`src/hdl/sha256s_pkg.sv`:
```
// Shared types, constants and functions for the SHA-256 stream hasher.
// Used by the round core and the top level; depends on nothing else.
package sha256s_pkg;

    typedef struct packed {
        logic       opcode;
        logic [7:0] data_byte;
    } item_t;

    typedef struct packed {
        logic [31:0] digest_word;
        logic [2:0]  word_index;
        logic        last_word;
    } result_t;

    typedef struct packed {
        logic       w_push;
        logic       v_shift;
        logic       round_en;
        logic [5:0] round_idx;
    } dp_ctrl_t;

    localparam logic OP_ABSORB = 1'b0;
    localparam logic OP_FINISH = 1'b1;
    localparam logic [7:0] PAD_MARK = 8'h80;

    function automatic logic [31:0] rotr(input logic [31:0] x, input int n);
        rotr = (x >> n) | (x << (32 - n));
    endfunction

    function automatic logic [31:0] init_hash(input logic [2:0] idx);
        logic [31:0] h;
        case (idx)
            3'd0: h = 32'h6a09e667;
            3'd1: h = 32'hbb67ae85;
            3'd2: h = 32'h3c6ef372;
            3'd3: h = 32'ha54ff53a;
            3'd4: h = 32'h510e527f;
            3'd5: h = 32'h9b05688c;
            3'd6: h = 32'h1f83d9ab;
            default: h = 32'h5be0cd19;
        endcase
        return h;
    endfunction

    function automatic logic [31:0] round_k(input logic [5:0] idx);
        logic [31:0] k;
        case (idx)
            6'd0:  k = 32'h428a2f98; 6'd1:  k = 32'h71374491;
            6'd2:  k = 32'hb5c0fbcf; 6'd3:  k = 32'he9b5dba5;
            6'd4:  k = 32'h3956c25b; 6'd5:  k = 32'h59f111f1;
            6'd6:  k = 32'h923f82a4; 6'd7:  k = 32'hab1c5ed5;
            6'd8:  k = 32'hd807aa98; 6'd9:  k = 32'h12835b01;
            6'd10: k = 32'h243185be; 6'd11: k = 32'h550c7dc3;
            6'd12: k = 32'h72be5d74; 6'd13: k = 32'h80deb1fe;
            6'd14: k = 32'h9bdc06a7; 6'd15: k = 32'hc19bf174;
            6'd16: k = 32'he49b69c1; 6'd17: k = 32'hefbe4786;
            6'd18: k = 32'h0fc19dc6; 6'd19: k = 32'h240ca1cc;
            6'd20: k = 32'h2de92c6f; 6'd21: k = 32'h4a7484aa;
            6'd22: k = 32'h5cb0a9dc; 6'd23: k = 32'h76f988da;
            6'd24: k = 32'h983e5152; 6'd25: k = 32'ha831c66d;
            6'd26: k = 32'hb00327c8; 6'd27: k = 32'hbf597fc7;
            6'd28: k = 32'hc6e00bf3; 6'd29: k = 32'hd5a79147;
            6'd30: k = 32'h06ca6351; 6'd31: k = 32'h14292967;
            6'd32: k = 32'h27b70a85; 6'd33: k = 32'h2e1b2138;
            6'd34: k = 32'h4d2c6dfc; 6'd35: k = 32'h53380d13;
            6'd36: k = 32'h650a7354; 6'd37: k = 32'h766a0abb;
            6'd38: k = 32'h81c2c92e; 6'd39: k = 32'h92722c85;
            6'd40: k = 32'ha2bfe8a1; 6'd41: k = 32'ha81a664b;
            6'd42: k = 32'hc24b8b70; 6'd43: k = 32'hc76c51a3;
            6'd44: k = 32'hd192e819; 6'd45: k = 32'hd6990624;
            6'd46: k = 32'hf40e3585; 6'd47: k = 32'h106aa070;
            6'd48: k = 32'h19a4c116; 6'd49: k = 32'h1e376c08;
            6'd50: k = 32'h2748774c; 6'd51: k = 32'h34b0bcb5;
            6'd52: k = 32'h391c0cb3; 6'd53: k = 32'h4ed8aa4a;
            6'd54: k = 32'h5b9cca4f; 6'd55: k = 32'h682e6ff3;
            6'd56: k = 32'h748f82ee; 6'd57: k = 32'h78a5636f;
            6'd58: k = 32'h84c87814; 6'd59: k = 32'h8cc70208;
            6'd60: k = 32'h90befffa; 6'd61: k = 32'ha4506ceb;
            6'd62: k = 32'hbef9a3f7;
            default: k = 32'hc67178f2;
        endcase
        return k;
    endfunction

endpackage

```
`src/hdl/sha256_stream_hasher.sv`:
```
// SHA-256 stream hasher. An absorb transfer stores one byte; item_ready stays high unless the
// transfer fills a block, which starts a compression (streaming the block and hash words out
// of the RAMs, 64 rounds at one round per cycle in the single round unit, then the
// read-modify-write of the hash RAM), during which item_ready is low. A finish transfer writes
// the padding one word per cycle, runs one or two compressions, then delivers the eight digest
// words: a word is read from the hash RAM only once the output register is free, and the read
// data is captured into that register in S_EMIT_CAP. The hash words reset to the initial
// values through per-word valid bits, so no clearing pass is needed after reset.
module sha256_stream_hasher
    import sha256s_pkg::*;
(
    input  logic    clk,
    input  logic    rst_n,
    input  logic    item_valid,
    output logic    item_ready,
    input  item_t   item,
    output logic    result_valid,
    input  logic    result_ready,
    output result_t result
);

    localparam logic [2:0] S_IDLE     = 3'd0;
    localparam logic [2:0] S_PAD      = 3'd1;
    localparam logic [2:0] S_LOAD     = 3'd2;
    localparam logic [2:0] S_ROUND    = 3'd3;
    localparam logic [2:0] S_UPDATE   = 3'd4;
    localparam logic [2:0] S_EMIT     = 3'd5;
    localparam logic [2:0] S_EMIT_CAP = 3'd6;

    logic [2:0]  state_reg, state_next;
    logic [5:0]  cnt_reg, cnt_next;
    logic [5:0]  fill_reg, fill_next;
    logic [60:0] total_reg, total_next;
    logic        fin_reg, fin_next;
    logic        extra_reg, extra_next;
    logic [4:0]  pad_idx_reg, pad_idx_next;
    logic [7:0]  hv_reg, hv_next;
    logic        result_valid_reg, result_valid_next;
    logic [23:0] acc_reg, acc_next;
    result_t     result_reg, result_next;
    logic [2:0]  rd_addr_reg;
    logic        rd_valid_reg;

    logic        blk_we;
    logic [3:0]  blk_waddr;
    logic [31:0] blk_wdata;
    logic        blk_re;
    logic [3:0]  blk_raddr;
    logic [31:0] blk_q;
    logic        hash_we;
    logic [2:0]  hash_waddr;
    logic [31:0] hash_wdata;
    logic        hash_re;
    logic [2:0]  hash_raddr;
    logic [31:0] hash_q;
    logic [31:0] hash_rd;
    logic [31:0] v_head;
    logic [5:0]  cnt_m1;
    logic [63:0] bit_len;
    logic [31:0] pad_word;
    dp_ctrl_t    ctrl;

    sha256s_ram #(
        .WIDTH(32),
        .DEPTH(16)
    ) u_block_ram (
        .clk   (clk),
        .we    (blk_we),
        .waddr (blk_waddr),
        .wdata (blk_wdata),
        .re    (blk_re),
        .raddr (blk_raddr),
        .rdata (blk_q)
    );

    sha256s_ram #(
        .WIDTH(32),
        .DEPTH(8)
    ) u_hash_ram (
        .clk   (clk),
        .we    (hash_we),
        .waddr (hash_waddr),
        .wdata (hash_wdata),
        .re    (hash_re),
        .raddr (hash_raddr),
        .rdata (hash_q)
    );

    sha256s_round_core u_round_core (
        .clk    (clk),
        .ctrl   (ctrl),
        .w_data (blk_q),
        .v_data (hash_rd),
        .v_head (v_head)
    );

    // A hash word that was never written since the last reset or digest reads as its IV.
    assign hash_rd = rd_valid_reg ? hash_q : init_hash(rd_addr_reg);
    assign cnt_m1  = cnt_reg - 6'd1;
    assign bit_len = {total_reg, 3'b000};

    always_comb
    begin
        case (fill_reg[1:0])
            2'd0:    pad_word = {PAD_MARK, 24'd0};
            2'd1:    pad_word = {acc_reg[7:0], PAD_MARK, 16'd0};
            2'd2:    pad_word = {acc_reg[15:0], PAD_MARK, 8'd0};
            default: pad_word = {acc_reg[23:0], PAD_MARK};
        endcase
    end

    assign item_ready   = (state_reg == S_IDLE);
    assign result_valid = result_valid_reg;
    assign result       = result_reg;

    always_comb
    begin
        state_next        = state_reg;
        cnt_next          = cnt_reg;
        fill_next         = fill_reg;
        total_next        = total_reg;
        fin_next          = fin_reg;
        extra_next        = extra_reg;
        pad_idx_next      = pad_idx_reg;
        hv_next           = hv_reg;
        acc_next          = acc_reg;
        result_next       = result_reg;
        result_valid_next = result_valid_reg;
        blk_we            = 1'b0;
        blk_waddr         = fill_reg[5:2];
        blk_wdata         = pad_word;
        blk_re            = 1'b0;
        blk_raddr         = cnt_reg[3:0];
        hash_we           = 1'b0;
        hash_waddr        = cnt_m1[2:0];
        hash_wdata        = hash_rd + v_head;
        hash_re           = 1'b0;
        hash_raddr        = cnt_reg[2:0];
        ctrl              = '0;
        ctrl.round_idx    = cnt_reg;

        if (result_valid_reg && result_ready)
        begin
            result_valid_next = 1'b0;
        end

        case (state_reg)
            S_IDLE:
            begin
                if (item_valid)
                begin
                    if (item.opcode == OP_ABSORB)
                    begin
                        acc_next   = {acc_reg[15:0], item.data_byte};
                        fill_next  = fill_reg + 6'd1;
                        total_next = total_reg + 61'd1;
                        if (fill_reg[1:0] == 2'd3)
                        begin
                            blk_we    = 1'b1;
                            blk_wdata = {acc_reg, item.data_byte};
                        end
                        if (fill_reg == 6'd63)
                        begin
                            state_next = S_LOAD;
                            cnt_next   = 6'd0;
                        end
                    end
                    else
                    begin
                        blk_we       = 1'b1;
                        blk_wdata    = pad_word;
                        pad_idx_next = {1'b0, fill_reg[5:2]} + 5'd1;
                        extra_next   = (fill_reg[5:2] >= 4'd14);
                        fin_next     = 1'b1;
                        fill_next    = 6'd0;
                        state_next   = S_PAD;
                    end
                end
            end
            S_PAD:
            begin
                if (pad_idx_reg[4])
                begin
                    state_next = S_LOAD;
                    cnt_next   = 6'd0;
                end
                else
                begin
                    blk_we    = 1'b1;
                    blk_waddr = pad_idx_reg[3:0];
                    if (!extra_reg && pad_idx_reg[3:0] == 4'd14)
                    begin
                        blk_wdata = bit_len[63:32];
                    end
                    else if (!extra_reg && pad_idx_reg[3:0] == 4'd15)
                    begin
                        blk_wdata = bit_len[31:0];
                    end
                    else
                    begin
                        blk_wdata = 32'd0;
                    end
                    pad_idx_next = pad_idx_reg + 5'd1;
                end
            end
            S_LOAD:
            begin
                if (cnt_reg < 6'd16)
                begin
                    blk_re = 1'b1;
                end
                if (cnt_reg < 6'd8)
                begin
                    hash_re = 1'b1;
                end
                if (cnt_reg != 6'd0)
                begin
                    ctrl.w_push = 1'b1;
                end
                if (cnt_reg != 6'd0 && cnt_reg <= 6'd8)
                begin
                    ctrl.v_shift = 1'b1;
                end
                if (cnt_reg == 6'd16)
                begin
                    state_next = S_ROUND;
                    cnt_next   = 6'd0;
                end
                else
                begin
                    cnt_next = cnt_reg + 6'd1;
                end
            end
            S_ROUND:
            begin
                ctrl.round_en = 1'b1;
                cnt_next      = cnt_reg + 6'd1;
                if (cnt_reg == 6'd63)
                begin
                    state_next = S_UPDATE;
                    cnt_next   = 6'd0;
                end
            end
            S_UPDATE:
            begin
                if (cnt_reg < 6'd8)
                begin
                    hash_re = 1'b1;
                end
                if (cnt_reg != 6'd0)
                begin
                    hash_we               = 1'b1;
                    hv_next[cnt_m1[2:0]]  = 1'b1;
                    ctrl.v_shift          = 1'b1;
                end
                if (cnt_reg == 6'd8)
                begin
                    cnt_next = 6'd0;
                    if (!fin_reg)
                    begin
                        state_next = S_IDLE;
                    end
                    else if (extra_reg)
                    begin
                        extra_next   = 1'b0;
                        pad_idx_next = 5'd0;
                        state_next   = S_PAD;
                    end
                    else
                    begin
                        state_next = S_EMIT;
                    end
                end
                else
                begin
                    cnt_next = cnt_reg + 6'd1;
                end
            end
            S_EMIT:
            begin
                if (!result_valid_reg || result_ready)
                begin
                    hash_re    = 1'b1;
                    state_next = S_EMIT_CAP;
                end
            end
            S_EMIT_CAP:
            begin
                result_next.digest_word = hash_rd;
                result_next.word_index  = cnt_reg[2:0];
                result_next.last_word   = (cnt_reg[2:0] == 3'd7);
                result_valid_next       = 1'b1;
                if (cnt_reg[2:0] == 3'd7)
                begin
                    hv_next    = 8'd0;
                    total_next = 61'd0;
                    fin_next   = 1'b0;
                    cnt_next   = 6'd0;
                    state_next = S_IDLE;
                end
                else
                begin
                    cnt_next   = cnt_reg + 6'd1;
                    state_next = S_EMIT;
                end
            end
            default:
            begin
                state_next = S_IDLE;
            end
        endcase
    end

    always_ff @(posedge clk or negedge rst_n)
    begin
        if (!rst_n)
        begin
            state_reg        <= S_IDLE;
            cnt_reg          <= 6'd0;
            fill_reg         <= 6'd0;
            total_reg        <= 61'd0;
            fin_reg          <= 1'b0;
            extra_reg        <= 1'b0;
            pad_idx_reg      <= 5'd0;
            hv_reg           <= 8'd0;
            result_valid_reg <= 1'b0;
        end
        else
        begin
            state_reg        <= state_next;
            cnt_reg          <= cnt_next;
            fill_reg         <= fill_next;
            total_reg        <= total_next;
            fin_reg          <= fin_next;
            extra_reg        <= extra_next;
            pad_idx_reg      <= pad_idx_next;
            hv_reg           <= hv_next;
            result_valid_reg <= result_valid_next;
        end
    end

    always_ff @(posedge clk)
    begin
        acc_reg      <= acc_next;
        result_reg   <= result_next;
        rd_addr_reg  <= hash_raddr;
        rd_valid_reg <= hv_reg[hash_raddr];
    end

    a_hash_rmw_no_overlap: assert property (@(posedge clk) disable iff (!rst_n)
        (hash_we && hash_re) |-> (hash_waddr != hash_raddr))
        else $error("hash RAM read and write hit the same word");

    a_emit_slot_free: assert property (@(posedge clk) disable iff (!rst_n)
        (state_reg == S_EMIT_CAP) |-> !result_valid_reg)
        else $error("digest word would overwrite a pending transfer");

    a_finish_pads: assert property (@(posedge clk) disable iff (!rst_n)
        (item_valid && item_ready && item.opcode == OP_FINISH) |=> (state_reg == S_PAD))
        else $error("finish transfer did not start padding");

    a_extra_in_finish: assert property (@(posedge clk) disable iff (!rst_n)
        extra_reg |-> fin_reg)
        else $error("extra padding block outside a finish");

    a_iv_after_digest: assert property (@(posedge clk) disable iff (!rst_n)
        (state_reg == S_EMIT_CAP && cnt_reg[2:0] == 3'd7) |=> (hv_reg == 8'd0))
        else $error("hash words not returned to initial values");

endmodule

```
`src/hdl/sha256s_ram.sv`:
```
// Generic single-write, single-read RAM with a registered read port.
// Used for the block buffer and the chaining hash words; no dependencies.
module sha256s_ram #(
    parameter int WIDTH = 32,
    parameter int DEPTH = 16
) (
    input  logic                     clk,
    input  logic                     we,
    input  logic [$clog2(DEPTH)-1:0] waddr,
    input  logic [WIDTH-1:0]         wdata,
    input  logic                     re,
    input  logic [$clog2(DEPTH)-1:0] raddr,
    output logic [WIDTH-1:0]         rdata
);

    logic [WIDTH-1:0] mem [DEPTH];

    always_ff @(posedge clk)
    begin
        if (we)
        begin
            mem[waddr] <= wdata;
        end
        if (re)
        begin
            rdata <= mem[raddr];
        end
    end

endmodule

```
`src/hdl/sha256s_round_core.sv`:
```
// Working variables, sixteen-word schedule window and the SHA-256 round logic.
// Depends on sha256s_pkg for the control struct, round constants and rotations.
module sha256s_round_core
    import sha256s_pkg::*;
(
    input  logic        clk,
    input  dp_ctrl_t    ctrl,
    input  logic [31:0] w_data,
    input  logic [31:0] v_data,
    output logic [31:0] v_head
);

    logic [31:0] w_reg [16];
    logic [31:0] v_reg [8];
    logic [31:0] t1;
    logic [31:0] t2;
    logic [31:0] w_new;
    logic [31:0] sig1_e;
    logic [31:0] sig0_a;
    logic [31:0] ch_efg;
    logic [31:0] maj_abc;
    logic [31:0] sch0;
    logic [31:0] sch1;

    always_comb
    begin
        sig1_e  = rotr(v_reg[4], 6) ^ rotr(v_reg[4], 11) ^ rotr(v_reg[4], 25);
        sig0_a  = rotr(v_reg[0], 2) ^ rotr(v_reg[0], 13) ^ rotr(v_reg[0], 22);
        ch_efg  = (v_reg[4] & v_reg[5]) ^ (~v_reg[4] & v_reg[6]);
        maj_abc = (v_reg[0] & v_reg[1]) ^ (v_reg[0] & v_reg[2]) ^ (v_reg[1] & v_reg[2]);
        t1      = v_reg[7] + sig1_e + ch_efg + round_k(ctrl.round_idx) + w_reg[0];
        t2      = sig0_a + maj_abc;
        sch0    = rotr(w_reg[1], 7) ^ rotr(w_reg[1], 18) ^ (w_reg[1] >> 3);
        sch1    = rotr(w_reg[14], 17) ^ rotr(w_reg[14], 19) ^ (w_reg[14] >> 10);
        w_new   = sch1 + w_reg[9] + sch0 + w_reg[0];
    end

    always_ff @(posedge clk)
    begin
        if (ctrl.w_push || ctrl.round_en)
        begin
            for (int i = 0; i < 15; i++)
            begin
                w_reg[i] <= w_reg[i + 1];
            end
            w_reg[15] <= ctrl.round_en ? w_new : w_data;
        end
        if (ctrl.round_en)
        begin
            v_reg[7] <= v_reg[6];
            v_reg[6] <= v_reg[5];
            v_reg[5] <= v_reg[4];
            v_reg[4] <= v_reg[3] + t1;
            v_reg[3] <= v_reg[2];
            v_reg[2] <= v_reg[1];
            v_reg[1] <= v_reg[0];
            v_reg[0] <= t1 + t2;
        end
        else if (ctrl.v_shift)
        begin
            for (int i = 0; i < 7; i++)
            begin
                v_reg[i] <= v_reg[i + 1];
            end
            v_reg[7] <= v_data;
        end
    end

    assign v_head = v_reg[0];

endmodule

```
`config.mk`:
```
export PLATFORM = sky130hd
export DESIGN_NAME = sha256_stream_hasher
export DESIGN_NICKNAME = d
export VERILOG_FILES = /design/src/hdl/sha256s_pkg.sv /design/src/hdl/sha256_stream_hasher.sv /design/src/hdl/sha256s_ram.sv /design/src/hdl/sha256s_round_core.sv
export SDC_FILE = /design/constraint.sdc
export NUM_CORES = 2
export LEC_CHECK = 0
export BUFFER_PORTS_ARGS = -buffer_cell sky130_fd_sc_hd__buf_2
export CORE_MARGIN = 2
export CORE_UTILIZATION = 50
export DETAILED_ROUTE_END_ITERATION = 16
export PLACE_DENSITY = 0.68
export SYNTH_ARGS = -nofsm -noshare
export SYNTH_HDL_FRONTEND = slang
export SYNTH_SLANG_ARGS = --single-unit
```
`constraint.sdc`:
```
create_clock -name clk -period 13.54 [get_ports clk]
set_input_delay 0 -clock clk [delete_from_list [all_inputs] [get_ports clk]]
set_output_delay 0 -clock clk [all_outputs]
set_load 0.02 [all_outputs]
```
==> results.toml <==
[outcome]
status = "completed"

[synth]
syn_inst = 6095
yosys_warnings = 0
ys_top_cells_by_area = "edfxtp_1 (60%), mux4_2 (4.8%), fa_1 (4.5%)"
synth-seq-cells = 1756
syn_avg_cell_area_um2 = 13.7
synth_cell_types = 92
synth-edff-count = 1660
syn-cell-area_um2 = 83300
synthFlopType = "edfxtp_1"
yosys.area.top_type = "edfxtp_1"
syn_nets = 6480
ys_seq_area_share_pct = 62.7
synth_top_area_share_pct = 59.8
synthArstFlopShare_pct = 5.24

[clock_network]
cts_tree = "done"
cts-root-buf = "clkbuf_16"
cts_resized = 0
cts_buffer_depth = 3
numCtsBuffers = 179
path_clk_slew_ns = 0.07
postCtsSetupBuffers = 0
clock-sinks = 1756
clock_latency_ns = 0.84
holdBufCountCts = 23
htree_levels = 4

[floorplan]
die-height_um = 412
io_pins = 51
die-area_um2 = 170000
die_x_um = 412
start_util_pct = 50.4
design.core.area_um2 = 165000
num_rows = 149

[global_route]
grt_overflow_total = 0
grt_pass1_wl_um = 330000
grt_pass1_vias = 48900
grt_max_degree = 198
grt.total_usage_pct = 26.6
antenna_found_initial = 10

[timing]
relSlewSlack_pct = 14.1
hold_viol = 0
slew_viol_final = 0
skew_ns = 0.0370
fin_crit_ns = 11.65
fmax_mhz = 85.9
tns_ns = 0
final-setup-viol-count = 0
setup_ws_ns = 1.89
rsz0062_at_grt = "no"
fin_crit_sh_pct = 86.0
worstMarginPinSlew_ns = 1.29

[route]
firstDrtPassIters = 6
vias_per_cell = 5.99
postRouteAntennaNets = 0
drt_iter0_drc = 6406
routed_wl_um = 226000
drc = 0
drt-wirelength-per-cell_um = 26.7
vias = 50800

[setup_path]
critPathKind = "register to register"
ff2ff_path_depth = 35
cp_max_fo = 54
required_ns = 14.11
crit_path_max_incr_delay_ns = 0.98
end_kind = "register"
arrival_ns = 12.21
startpoint_type = "register"
crit_slowest_cell = "nor4b_1"

[placement]
gp_congestion = 0.969
preCtsSetupSlack_ns = 2.31
place.detailed.hpwl_um = 152000
place_inst = 8117
io_buffers = 50

[worst_hold_path]
min_path_cells = 3
hp-class = "input pin to register"

[finish]
synthToLayoutAreaGrowth_pct = 10.6
drive_above_1_share_pct = 11.2
fill_cells = 13300
final_nets = 6517
fin_cells = 8470

[run]
maxCapViolCount = 0
==> metal layers <==
metal | global-route usage [%] | vias to the layer above | share of wire [%]
met5 | 0 | - | 0.015
met4 | 8.60 | 4 | 3.4
met2 | 39.6 | 2249 | 44
met3 | 5.30 | 364 | 9.1
li1 | - | 22400 | -
met1 | 39.5 | 25700 | 43
==> through the flow <==
stage	hold slack [ns]	instance area, µm²	util (%)
final	0.151	92100	55.8
after global routing	0.155	92100	55.7
after CTS	0.0901	92100	55.7
after detailed placement	0.142	86100	52.1
after global placement	0.135	86100	52.1
after floorplan	-0.296	83300	-
==> area by class of cell <==
cell class                      instances  area, µm²  area share (%)
Clock buffer                          214       4640            5.04
Tap cell                             2189       2740            2.97
Timing Repair Buffer                  161       1210            1.32
Antenna cell                            3       7.51         0.00815
Sequential cell                      1756      52200            56.7
Inverter                              346       1300            1.41
Multi-Input combinational cell       3688      28900            31.3
Clock inverter                        113       1080            1.18
==> cell families after synthesis <==
| group | Yosys count | share of synthesized area (%) |
|---|---|---|
| and+or+nand+nor | 1535 | 7.92 |
| DFF | 1756 | 62.7 |
| adders and majority gates | 393 | 7.54 |
| AOI/OAI and AO/OA | 1011 | 7.79 |
| buffers and inverters | 651 | 2.94 |
| xor gates and xnor gates | 439 | 4.63 |
| muxes | 310 | 6.47 |
==> synth_stat cells (all sizes together), types with 167 or more instances <==
| library cell | n |
|---|---|
| fa | 188 |
| a21oi | 250 |
| clkbuf | 261 |
| ha | 184 |
| inv | 342 |
| xnor2 | 271 |
| nand2 | 880 |
| nor2 | 316 |
| edfxtp | 1660 |
| xor2 | 167 |
| o21ai | 283 |
| mux4 | 178 |
==> final timing paths <==
| path | startpoint | end | slack [ns] |
|---|---|---|---|
| max in group asynchronous | rst_n | cnt_reg[3] | 12.60 |
| min reg2reg | u_round_core.w_reg[13][6] | u_round_core.w_reg[12][6] | 0.41 |
| max | cnt_reg[1] | u_round_core.v_reg[0][31] | 1.89 |
| min in group asynchronous | rst_n | total_reg[27] | 0.32 |
| min | item[8] | fill_reg[2] | 0.15 |
| max reg2reg | cnt_reg[1] | u_round_core.v_reg[0][31] | 1.89 |
==> worst max-delay path, delay by kind of cell, from the launching register on <==
family	cells	cell delay [ns]
muxes	2	0.47
buffers and inverters	5	0.91
AOI/OAI and AO/OA	13	3.48
xor gates and xnor gates	1	0.14
and+or+nand+nor	7	2.64
adders and majority gates	7	2.81
DFF	1	0.91
==> layout by cell type, fill, tap and decap left out, types with 23 or more instances in the layout <==
| cell | Yosys | final |
|---|---|---|
| and3_1 | 29 | 28 |
| clkbuf_1 | 261 | 33 |
| nand3_1 | 81 | 81 |
| nor3_1 | 55 | 51 |
| a21oi_1 | 250 | 250 |
| buf_4 | 0 | 85 |
| a31oi_1 | 34 | 34 |
| fa_1 | 188 | 188 |
| o21a_1 | 29 | 27 |
| a221o_1 | 23 | 23 |
| nand2_1 | 878 | 875 |
| xor2_1 | 167 | 167 |
| inv_1 | 341 | 339 |
| o211ai_1 | 32 | 32 |
| mux2i_1 | 84 | 84 |
| mux4_2 | 178 | 178 |
| o221ai_1 | 39 | 39 |
| o22ai_1 | 26 | 25 |
| o31ai_1 | 26 | 24 |
| a21o_1 | 74 | 74 |
| o21ai_0 | 269 | 263 |
| clkinv_2 | 0 | 37 |
| buf_2 | 1 | 49 |
| a211oi_1 | 42 | 42 |
| xnor2_1 | 271 | 271 |
| edfxtp_1 | 1660 | 1660 |
| dfrtp_1 | 92 | 87 |
| clkinv_1 | 4 | 32 |
| nand2b_1 | 32 | 32 |
| clkbuf_16 | 0 | 180 |
| mux2_2 | 48 | 48 |
| nor2_1 | 316 | 297 |
| ha_1 | 184 | 184 |
Power is left out: the tool's default activity adds up to more than one toggle a clock period on the data nets, which glitch-free logic cannot reach.
